### config.mk
export PLATFORM = sky130hd
export DESIGN_NAME = bmp24_stream_decoder
export DESIGN_NICKNAME = d
export VERILOG_FILES = /design/src/hw/rtl/bmpd_pkg.sv /design/src/hw/rtl/bmpd_out_queue.sv /design/src/hw/rtl/bmp24_stream_decoder.sv
export SDC_FILE = /design/constraint.sdc
export NUM_CORES = 1
export LEC_CHECK = 0
export BUFFER_PORTS_ARGS = -buffer_cell sky130_fd_sc_hd__buf_2
export CAP_MARGIN = 20
export CORE_ASPECT_RATIO = 1.25
export CORE_UTILIZATION = 63
export DETAILED_ROUTE_END_ITERATION = 10
export PLACE_DENSITY = 0.78
export SLEW_MARGIN = 20
export SYNTH_ARGS = -nofsm -noshare
export SYNTH_HDL_FRONTEND = slang
export SYNTH_HIERARCHICAL = 1
export SYNTH_SLANG_ARGS = --single-unit
### constraint.sdc
create_clock -name clk -period 9.7 [get_ports clk]
set_input_delay 0.485 -clock clk [delete_from_list [all_inputs] [get_ports clk]]
set_output_delay 0.485 -clock clk [all_outputs]
set_load 0.1 [all_outputs]
### src/hw/rtl/bmpd_pkg.sv
`timescale 1ns / 1ps
// ----------------------------------------------------------------------------
// bmpd_pkg: shared types and constants of the BMP 24-bit stream decoder
// Result word layout, result kinds, header field positions and limits.
// ----------------------------------------------------------------------------
package bmpd_pkg;

  // Default image size limits
  localparam int BMP_MAX_WIDTH  = 4096;
  localparam int BMP_MAX_HEIGHT = 4096;

  // Header layout (byte positions within the file)
  localparam logic [31:0] HDR_SIZE       = 32'd54;
  localparam logic [31:0] HDR_LAST       = 32'd53;
  localparam logic [31:0] POS_SIG_B      = 32'd0;
  localparam logic [31:0] POS_SIG_M      = 32'd1;
  localparam logic [31:0] POS_OFFSET     = 32'd10;
  localparam logic [31:0] POS_WIDTH      = 32'd18;
  localparam logic [31:0] POS_HEIGHT     = 32'd22;
  localparam logic [31:0] POS_DEPTH      = 32'd28;
  localparam logic [7:0]  ASCII_B        = 8'h42;
  localparam logic [7:0]  ASCII_M        = 8'h4D;
  localparam logic [15:0] DEPTH_24       = 16'd24;

  // Output queue depth (two slots of headroom per accepted byte)
  localparam int QUEUE_DEPTH = 4;

  typedef enum logic [2:0] {
    KIND_PIXEL     = 3'd0,
    KIND_DONE      = 3'd1,
    KIND_NOT_BMP   = 3'd2,
    KIND_BAD_DEPTH = 3'd3,
    KIND_INVALID   = 3'd4
  } kind_t;

  typedef struct packed {
    kind_t       kind;
    logic [7:0]  red;
    logic [7:0]  green;
    logic [7:0]  blue;
    logic [11:0] column;
    logic [11:0] row;
    logic        final_res;
  } res_t;

  // Up to two result words produced by one input byte
  typedef struct packed {
    logic [1:0] count;
    res_t       first;
    res_t       second;
  } push_t;

endpackage

### src/hw/rtl/bmpd_out_queue.sv
`timescale 1ns / 1ps
// ----------------------------------------------------------------------------
// bmpd_out_queue: result word queue
// Small register queue that takes zero, one or two words per cycle and
// hands one word per cycle to the output stream while pop is asserted.
// ----------------------------------------------------------------------------
module bmpd_out_queue
  import bmpd_pkg::*;
(
  input  logic  clk,
  input  logic  rst,
  input  push_t push,
  output logic  room,
  output logic  head_valid,
  output res_t  head,
  input  logic  pop
);

  localparam int PW = $clog2(QUEUE_DEPTH);
  localparam int CW = $clog2(QUEUE_DEPTH + 1);

  res_t          mem [QUEUE_DEPTH];
  logic [PW-1:0] wr_ptr;
  logic [PW-1:0] rd_ptr;
  logic [CW-1:0] count;
  logic          do_pop;

  assign do_pop     = pop && (count != '0);
  assign head_valid = (count != '0);
  assign head       = mem[rd_ptr];
  assign room       = (count <= CW'(QUEUE_DEPTH - 2));

  // Store incoming words
  always_ff @(posedge clk) begin
    if (push.count != 2'd0) begin
      mem[wr_ptr] <= push.first;
    end
    if (push.count == 2'd2) begin
      mem[wr_ptr + PW'(1)] <= push.second;
    end
  end

  // Advance pointers and fill count
  always_ff @(posedge clk) begin
    if (rst) begin
      wr_ptr <= '0;
      rd_ptr <= '0;
      count  <= '0;
    end else begin
      wr_ptr <= wr_ptr + PW'(push.count);
      if (do_pop) begin
        rd_ptr <= rd_ptr + PW'(1);
      end
      count <= count + CW'(push.count) - CW'(do_pop);
    end
  end

endmodule

### src/hw/rtl/bmp24_stream_decoder.sv
`timescale 1ns / 1ps
// Each result word is queued as the byte causing it is accepted. Throughput:
// one byte per cycle while the queue has room; a byte may cause up to two
// words, drained one per cycle while m_tready is high, via a four-word queue.
// Reset (rst, synchronous): returns to the header phase and empties the queue.
// End of file on the last byte of a file also restarts the header phase.
// ----------------------------------------------------------------------------
// bmp24_stream_decoder: 24-bit BMP byte stream to RGB pixel words
// Parses the 54-byte header, skips to the pixel data, emits one pixel word
// per B,G,R triple with top-down row and column, and closes each file with a
// done or error word.
// ----------------------------------------------------------------------------
module bmp24_stream_decoder
  import bmpd_pkg::*;
#(
  parameter int MAX_WIDTH  = BMP_MAX_WIDTH,
  parameter int MAX_HEIGHT = BMP_MAX_HEIGHT
)(
  input  logic        clk,
  input  logic        rst,
  input  logic        s_tvalid,
  output logic        s_tready,
  input  logic [7:0]  s_tdata,   // [7:0] data_byte
  input  logic        s_tlast,   // end_of_file
  output logic        m_tvalid,
  input  logic        m_tready,
  output logic [47:0] m_tdata,   // [7:0] red, [15:8] green, [23:16] blue,
                                 // [35:24] column, [47:36] row
  output logic [2:0]  m_tuser,   // [2:0] kind
  output logic        m_tlast    // final_res
);

  localparam int WW  = $clog2(MAX_WIDTH + 1);
  localparam int HW  = $clog2(MAX_HEIGHT + 1);
  localparam int RBW = $clog2(3 * MAX_WIDTH + 4);
  localparam int CXW = (WW > 12) ? WW : 12;
  localparam int RXW = (HW > 12) ? HW : 12;

  typedef enum logic [1:0] {
    PH_HEADER,
    PH_SKIP,
    PH_PIXEL,
    PH_DRAIN
  } phase_t;

  // Parser state
  phase_t         phase,        phase_next;
  logic [31:0]    byte_pos,     byte_pos_next;
  logic [31:0]    pix_offset,   pix_offset_next;
  logic [31:0]    img_width,    img_width_next;
  logic [31:0]    img_height,   img_height_next;
  logic [15:0]    depth_bits,   depth_bits_next;
  logic           sig_ok,       sig_ok_next;
  logic [7:0]     held_blue,    held_blue_next;
  logic [7:0]     held_green,   held_green_next;
  logic [RBW-1:0] byte_in_row,  byte_in_row_next;
  logic [WW-1:0]  col_cnt,      col_cnt_next;
  logic [1:0]     sel_cnt,      sel_cnt_next;
  logic [HW-1:0]  file_row,     file_row_next;

  logic           acc;
  logic           eof;
  logic [7:0]     din;
  logic           fin;
  logic           complete;
  logic           go_pixels;
  logic           hdr_bad;
  kind_t          hdr_kind;
  logic [RBW-1:0] w3;
  logic [RBW-1:0] row_bytes;
  logic [RBW-1:0] bir_inc;
  logic [HW-1:0]  row_inc;
  logic [CXW-1:0] col_ext;
  logic [RXW-1:0] row_ext;
  push_t          push;
  res_t           head;
  logic           room;
  logic           head_valid;

  function automatic res_t close_word(kind_t k);
    res_t r;
    r           = '0;
    r.kind      = k;
    r.final_res = 1'b1;
    return r;
  endfunction

  assign acc = s_tvalid && s_tready;
  assign eof = s_tlast;
  assign din = s_tdata;

  // Row geometry: 3 bytes per pixel, rounded up to a multiple of 4
  assign w3        = (RBW'(img_width[WW-1:0]) << 1) + RBW'(img_width[WW-1:0]);
  assign row_bytes = (w3 + RBW'(3)) & ~RBW'(3);
  assign bir_inc   = byte_in_row + RBW'(1);
  assign row_inc   = file_row + HW'(1);
  assign col_ext   = CXW'(col_cnt);
  assign row_ext   = RXW'(img_height[HW-1:0]) - RXW'(file_row) - RXW'(1);

  // Header checks, in priority order
  always_comb begin
    hdr_bad  = 1'b1;
    hdr_kind = KIND_INVALID;
    if (!sig_ok) begin
      hdr_kind = KIND_NOT_BMP;
    end else if (depth_bits != DEPTH_24) begin
      hdr_kind = KIND_BAD_DEPTH;
    end else if (img_width[31] || img_height[31] ||
                 (img_width > 32'(MAX_WIDTH)) || (img_height > 32'(MAX_HEIGHT)) ||
                 (pix_offset < HDR_SIZE)) begin
      hdr_kind = KIND_INVALID;
    end else begin
      hdr_bad = 1'b0;
    end
  end

  // Per-byte step: next state and result words
  always_comb begin
    phase_next       = phase;
    byte_pos_next    = byte_pos;
    pix_offset_next  = pix_offset;
    img_width_next   = img_width;
    img_height_next  = img_height;
    depth_bits_next  = depth_bits;
    sig_ok_next      = sig_ok;
    held_blue_next   = held_blue;
    held_green_next  = held_green;
    byte_in_row_next = byte_in_row;
    col_cnt_next     = col_cnt;
    sel_cnt_next     = sel_cnt;
    file_row_next    = file_row;
    push             = '0;
    fin              = 1'b0;
    complete         = 1'b0;
    go_pixels        = 1'b0;

    case (phase)
      PH_HEADER: begin
        if ((byte_pos == POS_SIG_B) && (din != ASCII_B)) begin
          sig_ok_next = 1'b0;
        end
        if ((byte_pos == POS_SIG_M) && (din != ASCII_M)) begin
          sig_ok_next = 1'b0;
        end
        // Capture little-endian header fields
        case (byte_pos)
          POS_OFFSET:             pix_offset_next[7:0]   = din;
          POS_OFFSET + 32'd1:     pix_offset_next[15:8]  = din;
          POS_OFFSET + 32'd2:     pix_offset_next[23:16] = din;
          POS_OFFSET + 32'd3:     pix_offset_next[31:24] = din;
          POS_WIDTH:              img_width_next[7:0]    = din;
          POS_WIDTH + 32'd1:      img_width_next[15:8]   = din;
          POS_WIDTH + 32'd2:      img_width_next[23:16]  = din;
          POS_WIDTH + 32'd3:      img_width_next[31:24]  = din;
          POS_HEIGHT:             img_height_next[7:0]   = din;
          POS_HEIGHT + 32'd1:     img_height_next[15:8]  = din;
          POS_HEIGHT + 32'd2:     img_height_next[23:16] = din;
          POS_HEIGHT + 32'd3:     img_height_next[31:24] = din;
          POS_DEPTH:              depth_bits_next[7:0]   = din;
          POS_DEPTH + 32'd1:      depth_bits_next[15:8]  = din;
          default: ;
        endcase
        byte_pos_next = byte_pos + 32'd1;
        if (byte_pos < HDR_LAST) begin
          if (eof) begin
            push.count = 2'd1;
            push.first = close_word(KIND_NOT_BMP);
            fin        = 1'b1;
          end
        end else if (hdr_bad) begin
          push.count = 2'd1;
          push.first = close_word(hdr_kind);
          fin        = 1'b1;
        end else if (pix_offset == HDR_SIZE) begin
          go_pixels = 1'b1;
        end else begin
          phase_next = PH_SKIP;
        end
      end
      PH_SKIP: begin
        byte_pos_next = byte_pos + 32'd1;
        if ((byte_pos + 32'd1) == pix_offset) begin
          go_pixels = 1'b1;
        end
      end
      PH_PIXEL: begin
        // Collect B, G, then emit on R; padding bytes fall through
        if (col_cnt < img_width[WW-1:0]) begin
          case (sel_cnt)
            2'd0: held_blue_next = din;
            2'd1: held_green_next = din;
            default: begin
              push.count        = 2'd1;
              push.first.kind   = KIND_PIXEL;
              push.first.red    = din;
              push.first.green  = held_green;
              push.first.blue   = held_blue;
              push.first.column = col_ext[11:0];
              push.first.row    = row_ext[11:0];
            end
          endcase
          if (sel_cnt == 2'd2) begin
            sel_cnt_next = 2'd0;
            col_cnt_next = col_cnt + WW'(1);
          end else begin
            sel_cnt_next = sel_cnt + 2'd1;
          end
        end
        byte_in_row_next = bir_inc;
        if (bir_inc == row_bytes) begin
          byte_in_row_next = '0;
          col_cnt_next     = '0;
          sel_cnt_next     = 2'd0;
          file_row_next    = row_inc;
          if (row_inc == img_height[HW-1:0]) begin
            complete = 1'b1;
          end
        end
      end
      default: ;
    endcase

    // Enter pixel data; an empty image finishes at once
    if (go_pixels) begin
      phase_next       = PH_PIXEL;
      byte_in_row_next = '0;
      col_cnt_next     = '0;
      sel_cnt_next     = 2'd0;
      file_row_next    = '0;
      complete         = (img_height == 32'd0) || (img_width == 32'd0);
    end

    // Closing word: done, or a file cut short
    if ((phase != PH_DRAIN) && !fin) begin
      if (complete || (eof && (phase_next != PH_HEADER))) begin
        fin = 1'b1;
        if (push.count == 2'd0) begin
          push.count = 2'd1;
          push.first = close_word(complete ? KIND_DONE : KIND_INVALID);
        end else begin
          push.count  = 2'd2;
          push.second = close_word(complete ? KIND_DONE : KIND_INVALID);
        end
      end
    end

    // Drop the rest of the file, restart on end of file
    if (fin) begin
      phase_next = PH_DRAIN;
    end
    if (((phase == PH_DRAIN) || fin) && eof) begin
      phase_next    = PH_HEADER;
      byte_pos_next = '0;
      sig_ok_next   = 1'b1;
    end

    if (!acc) begin
      push.count = 2'd0;
    end
  end

  // Hold parser state
  always_ff @(posedge clk) begin
    if (rst) begin
      phase    <= PH_HEADER;
      byte_pos <= '0;
      sig_ok   <= 1'b1;
    end else if (acc) begin
      phase    <= phase_next;
      byte_pos <= byte_pos_next;
      sig_ok   <= sig_ok_next;
    end
  end

  always_ff @(posedge clk) begin
    if (acc) begin
      pix_offset  <= pix_offset_next;
      img_width   <= img_width_next;
      img_height  <= img_height_next;
      depth_bits  <= depth_bits_next;
      held_blue   <= held_blue_next;
      held_green  <= held_green_next;
      byte_in_row <= byte_in_row_next;
      col_cnt     <= col_cnt_next;
      sel_cnt     <= sel_cnt_next;
      file_row    <= file_row_next;
    end
  end

  // Result queue toward the master side
  bmpd_out_queue u_queue (
    .clk        (clk),
    .rst        (rst),
    .push       (push),
    .room       (room),
    .head_valid (head_valid),
    .head       (head),
    .pop        (m_tready)
  );

  assign s_tready = room;
  assign m_tvalid = head_valid;
  assign m_tdata  = {head.row, head.column, head.blue, head.green, head.red};
  assign m_tuser  = head.kind;
  assign m_tlast  = head.final_res;

  // Checks
  a_last_is_close: assert property (@(posedge clk) disable iff (rst)
    m_tvalid |-> (m_tlast == (m_tuser != KIND_PIXEL)))
    else $error("final flag and kind disagree");

  a_close_zero: assert property (@(posedge clk) disable iff (rst)
    (m_tvalid && (m_tuser != KIND_PIXEL)) |-> (m_tdata == 48'd0))
    else $error("closing word carries pixel data");

  a_eof_restart: assert property (@(posedge clk) disable iff (rst)
    (acc && fin && eof) |=> ((phase == PH_HEADER) && (byte_pos == 32'd0)))
    else $error("no restart after closing word on end of file");

  a_sel_range: assert property (@(posedge clk) disable iff (rst)
    (phase == PH_PIXEL) |-> (sel_cnt != 2'd3))
    else $error("color byte select out of range");

endmodule

==> results.md <==
* Setup WS pre-CTS at 3350 ps
* Worst Path Class, Setup: register to register
* Required time worst endpoint at 9870 ps
* Final HPWL from detailed placement at 33.6 mm
* Design Power at 5.26 mW
* Syn. warnings at 6
* Hold Path Origin: m_tready
* Slowest stage delay, CP at 660 ps
* Antenna Nets Post-Route at 1
* H-tree depth at 2
* FP Rows at 77
* Synthesized flop and latch total at 422
* Final WL at 52.7 mm
* Final setup skew at 21.6 ps
* Status: finished with violations
* Crit start category: register
* Post-Syn Area at 22900 sq um
* Root buf cell: clkbuf_16
* Vias per cell at 5.96
* Initial DRC count at 1089
* Max-Cap Viols at 0
* Largest net degree at the start of global routing at 54
* RSZ-0062 raised after global routing: false
* Seq/Total Area, Yosys at 0.534
* Cells after synthesis at 1780
* Worst slew pin tran at 1090 ps
* Die height at 215 microns
* Setup ws final at 3210 ps
* Hold Path Stages at 3
* Peak supply drop at 0.170 mV
* Max Fclk at 0.154 GHz
* Port bufs at 66
* Hold buffers post-CTS at 0
* Post-synth EDFFs at 378
* CP Max Fanout at 53
* Fin crit share at 0.669
* Leak at 9.50 nW
* Final TNS setup at 0 ps
* Kind of cell adding the most delay to the critical path: simple AND/OR/NAND/NOR gates
* Die Wd at 173 microns
* Initial Util at 0.644
* Vias at 15000
* RR Startpoint: byte_pos[0]
* # DRC at 0
* First-pass GRT wire length at 83.4 mm
* Postcts setup bufs at 0
* Most common flop cell mapped by yosys: edfxtp_1
* FFs w/ async S/R, synth at 0
* GRT Residual Overflow at 0
* DRT Pass-1 Iters at 5
* Worst skew pair latency at 560 ps
* Initial antenna violation count at 3
* Flop2flop setup slack at 3210 ps
* CP startpoint: byte_pos[0]
* Die area at 37100 sq um
* Pwr dens at 205 nW/um^2
* Final Hold Viols at 0
* Wire length per cell at 20.9 microns
* HP Class: primary input to register
* # setup viols final at 0
* Max-slew violations at 0
* Slowest cell on crit path: or4_4
* IO Count at 67
* Clock Tree Buf Depth at 3
* Proportion of layout cells with a drive suffix above 1 at 0.221
* Final Core Density at 0.723
* Tmin final at 6490 ps
* Clock Sinks at 422
* CP endpoint kind: register
* Total track usage at 0.289
* CP cell instances: ha_1 > nand3_1 > or4_4 > and4bb_1 > o22ai_1 > or4_1 > or4_1 > o22a_1 > nand2_1 > ha_1 > o211a_1 > and4bb_2 > buf_4 > o21bai_4 > buf_4
* Commonest non-fill, non-tap cell in the layout: edfxtp_1
* Post-cts resize count at 0
* Worst path bufs/invs at 2
* Clk pin slew, worst setup/hold paths at 60 ps
* Critical Path AT at 6650 ps
* Slew headroom at 0.271
* R2R depth at 15
* Failing checks: antenna rules
* R2r endpoint: u_queue/mem[2][14]
* CTS tree: built
* Vias in the first global route at 15400
* Core Area at 35600 sq um
* Most frequent cells in the layout: edfxtp_1, mux2_2, conb_1
* RePlAce Congestion at 0.927
* Netlist cell types at 83
* P&R area growth vs syn at 12.2%
* Layout net count at 2091
* Post-Syn Area per Cell at 12.9 sq um
* CTS buffer count at 41
## worst register-to-register path: cells and delay by family (launching register included)
kind | cells | cell delay (ps)
simple gates | 7 | 2740
buf+inv | 2 | 1270
compound gates | 4 | 940
fa+ha+maj | 2 | 560
flops | 1 | 510
## sequential cells by signal, summed over array words and instances, names as in the netlist, 3 cells and up, named ones only
register and count:
byte_in_row 14, byte_pos 32, col_cnt 13, depth_bits 16, file_row 13, held_blue 8
held_green 8, img_height 32, img_width 32, pix_offset 32, u_queue/count 3, u_queue/mem 208
## cell usage after synthesis, drive strengths merged (13+ instances only)
library cell,n,area share
or4,14,0.0049
nand4,25,0.0080
nor2b,17,0.0046
mux4,52,0.051
nand3,52,0.012
nor2,126,0.021
xnor2,56,0.021
and3,18,0.0049
and2,55,0.015
dfxtp,44,0.038
nand2,75,0.012
o21ai,40,0.0087
a21oi,63,0.014
or3,13,0.0038
ha,66,0.036
buf,53,0.015
a31oi,13,0.0036
clkbuf,44,0.0072
xor2,46,0.018
edfxtp,378,0.50
nor4,54,0.015
nor3,33,0.0072
mux2,211,0.11
inv,61,0.010
## cells by family (layout without fill, tap and decap cells)
logic type               after synthesis  after routing  share of synthesized area
AND/OR/NAND/NOR                      539            539                      0.129
flip-flops                           422            422                      0.534
multiplexers                         270            270                      0.160
AO/OA/AOI/OAI                        210            210                     0.0596
buffers and inverters                159            226                     0.0323
XOR/XNOR                             111            111                     0.0478
adder cells (fa/ha/maj)               68             68                     0.0378
other                                  1            201                   0.000164
## routing by layer
metal / part of all wire / GRT usage
met1: 0.40 / 0.361
met2: 0.52 / 0.519
met3: 0.047 / 0.0329
met4: 0.029 / 0.0976
met5: 0.00021 / 0
## where the power goes
group	internal [mW]	switching (mW)
combinational	0.334	1.13
clock	0.941	0.686
sequential	2.11	0.0605
## how the worst max path moves through the flow
| stage | to | cells after the start |
|---|---|---|
| 3_5_place_dp | u_queue/mem[2][14] | 15 |
| 2_1_floorplan | u_queue/mem[0][0] | 15 |
| 6_report | u_queue/mem[2][14] | 15 |
| 5_1_grt | u_queue/mem[2][14] | 15 |
| 4_1_cts | u_queue/mem[2][14] | 15 |
| 3_3_place_gp | u_queue/mem[2][17] | 14 |
## final cells by class
class	count	area (sq um)
repair buffers	89	503
flip-flops and latches	422	12200
clock buffers	48	1090
inverters	62	233
diodes	5	12.5
fillers	2433	9860
well taps	474	593
clock inverters	27	258
multi-input cells	1394	10800
## through the flow
stage	cell area (sq um)	cells	hold slack [ps]
floorplan	23600	1975	440
global placement	24300	2441	455
detailed placement	24300	2441	456
CTS	25700	2516	314
global route	25700	2516	358
finish	25700	2521	332
Power figures use the tool's default switching activity.
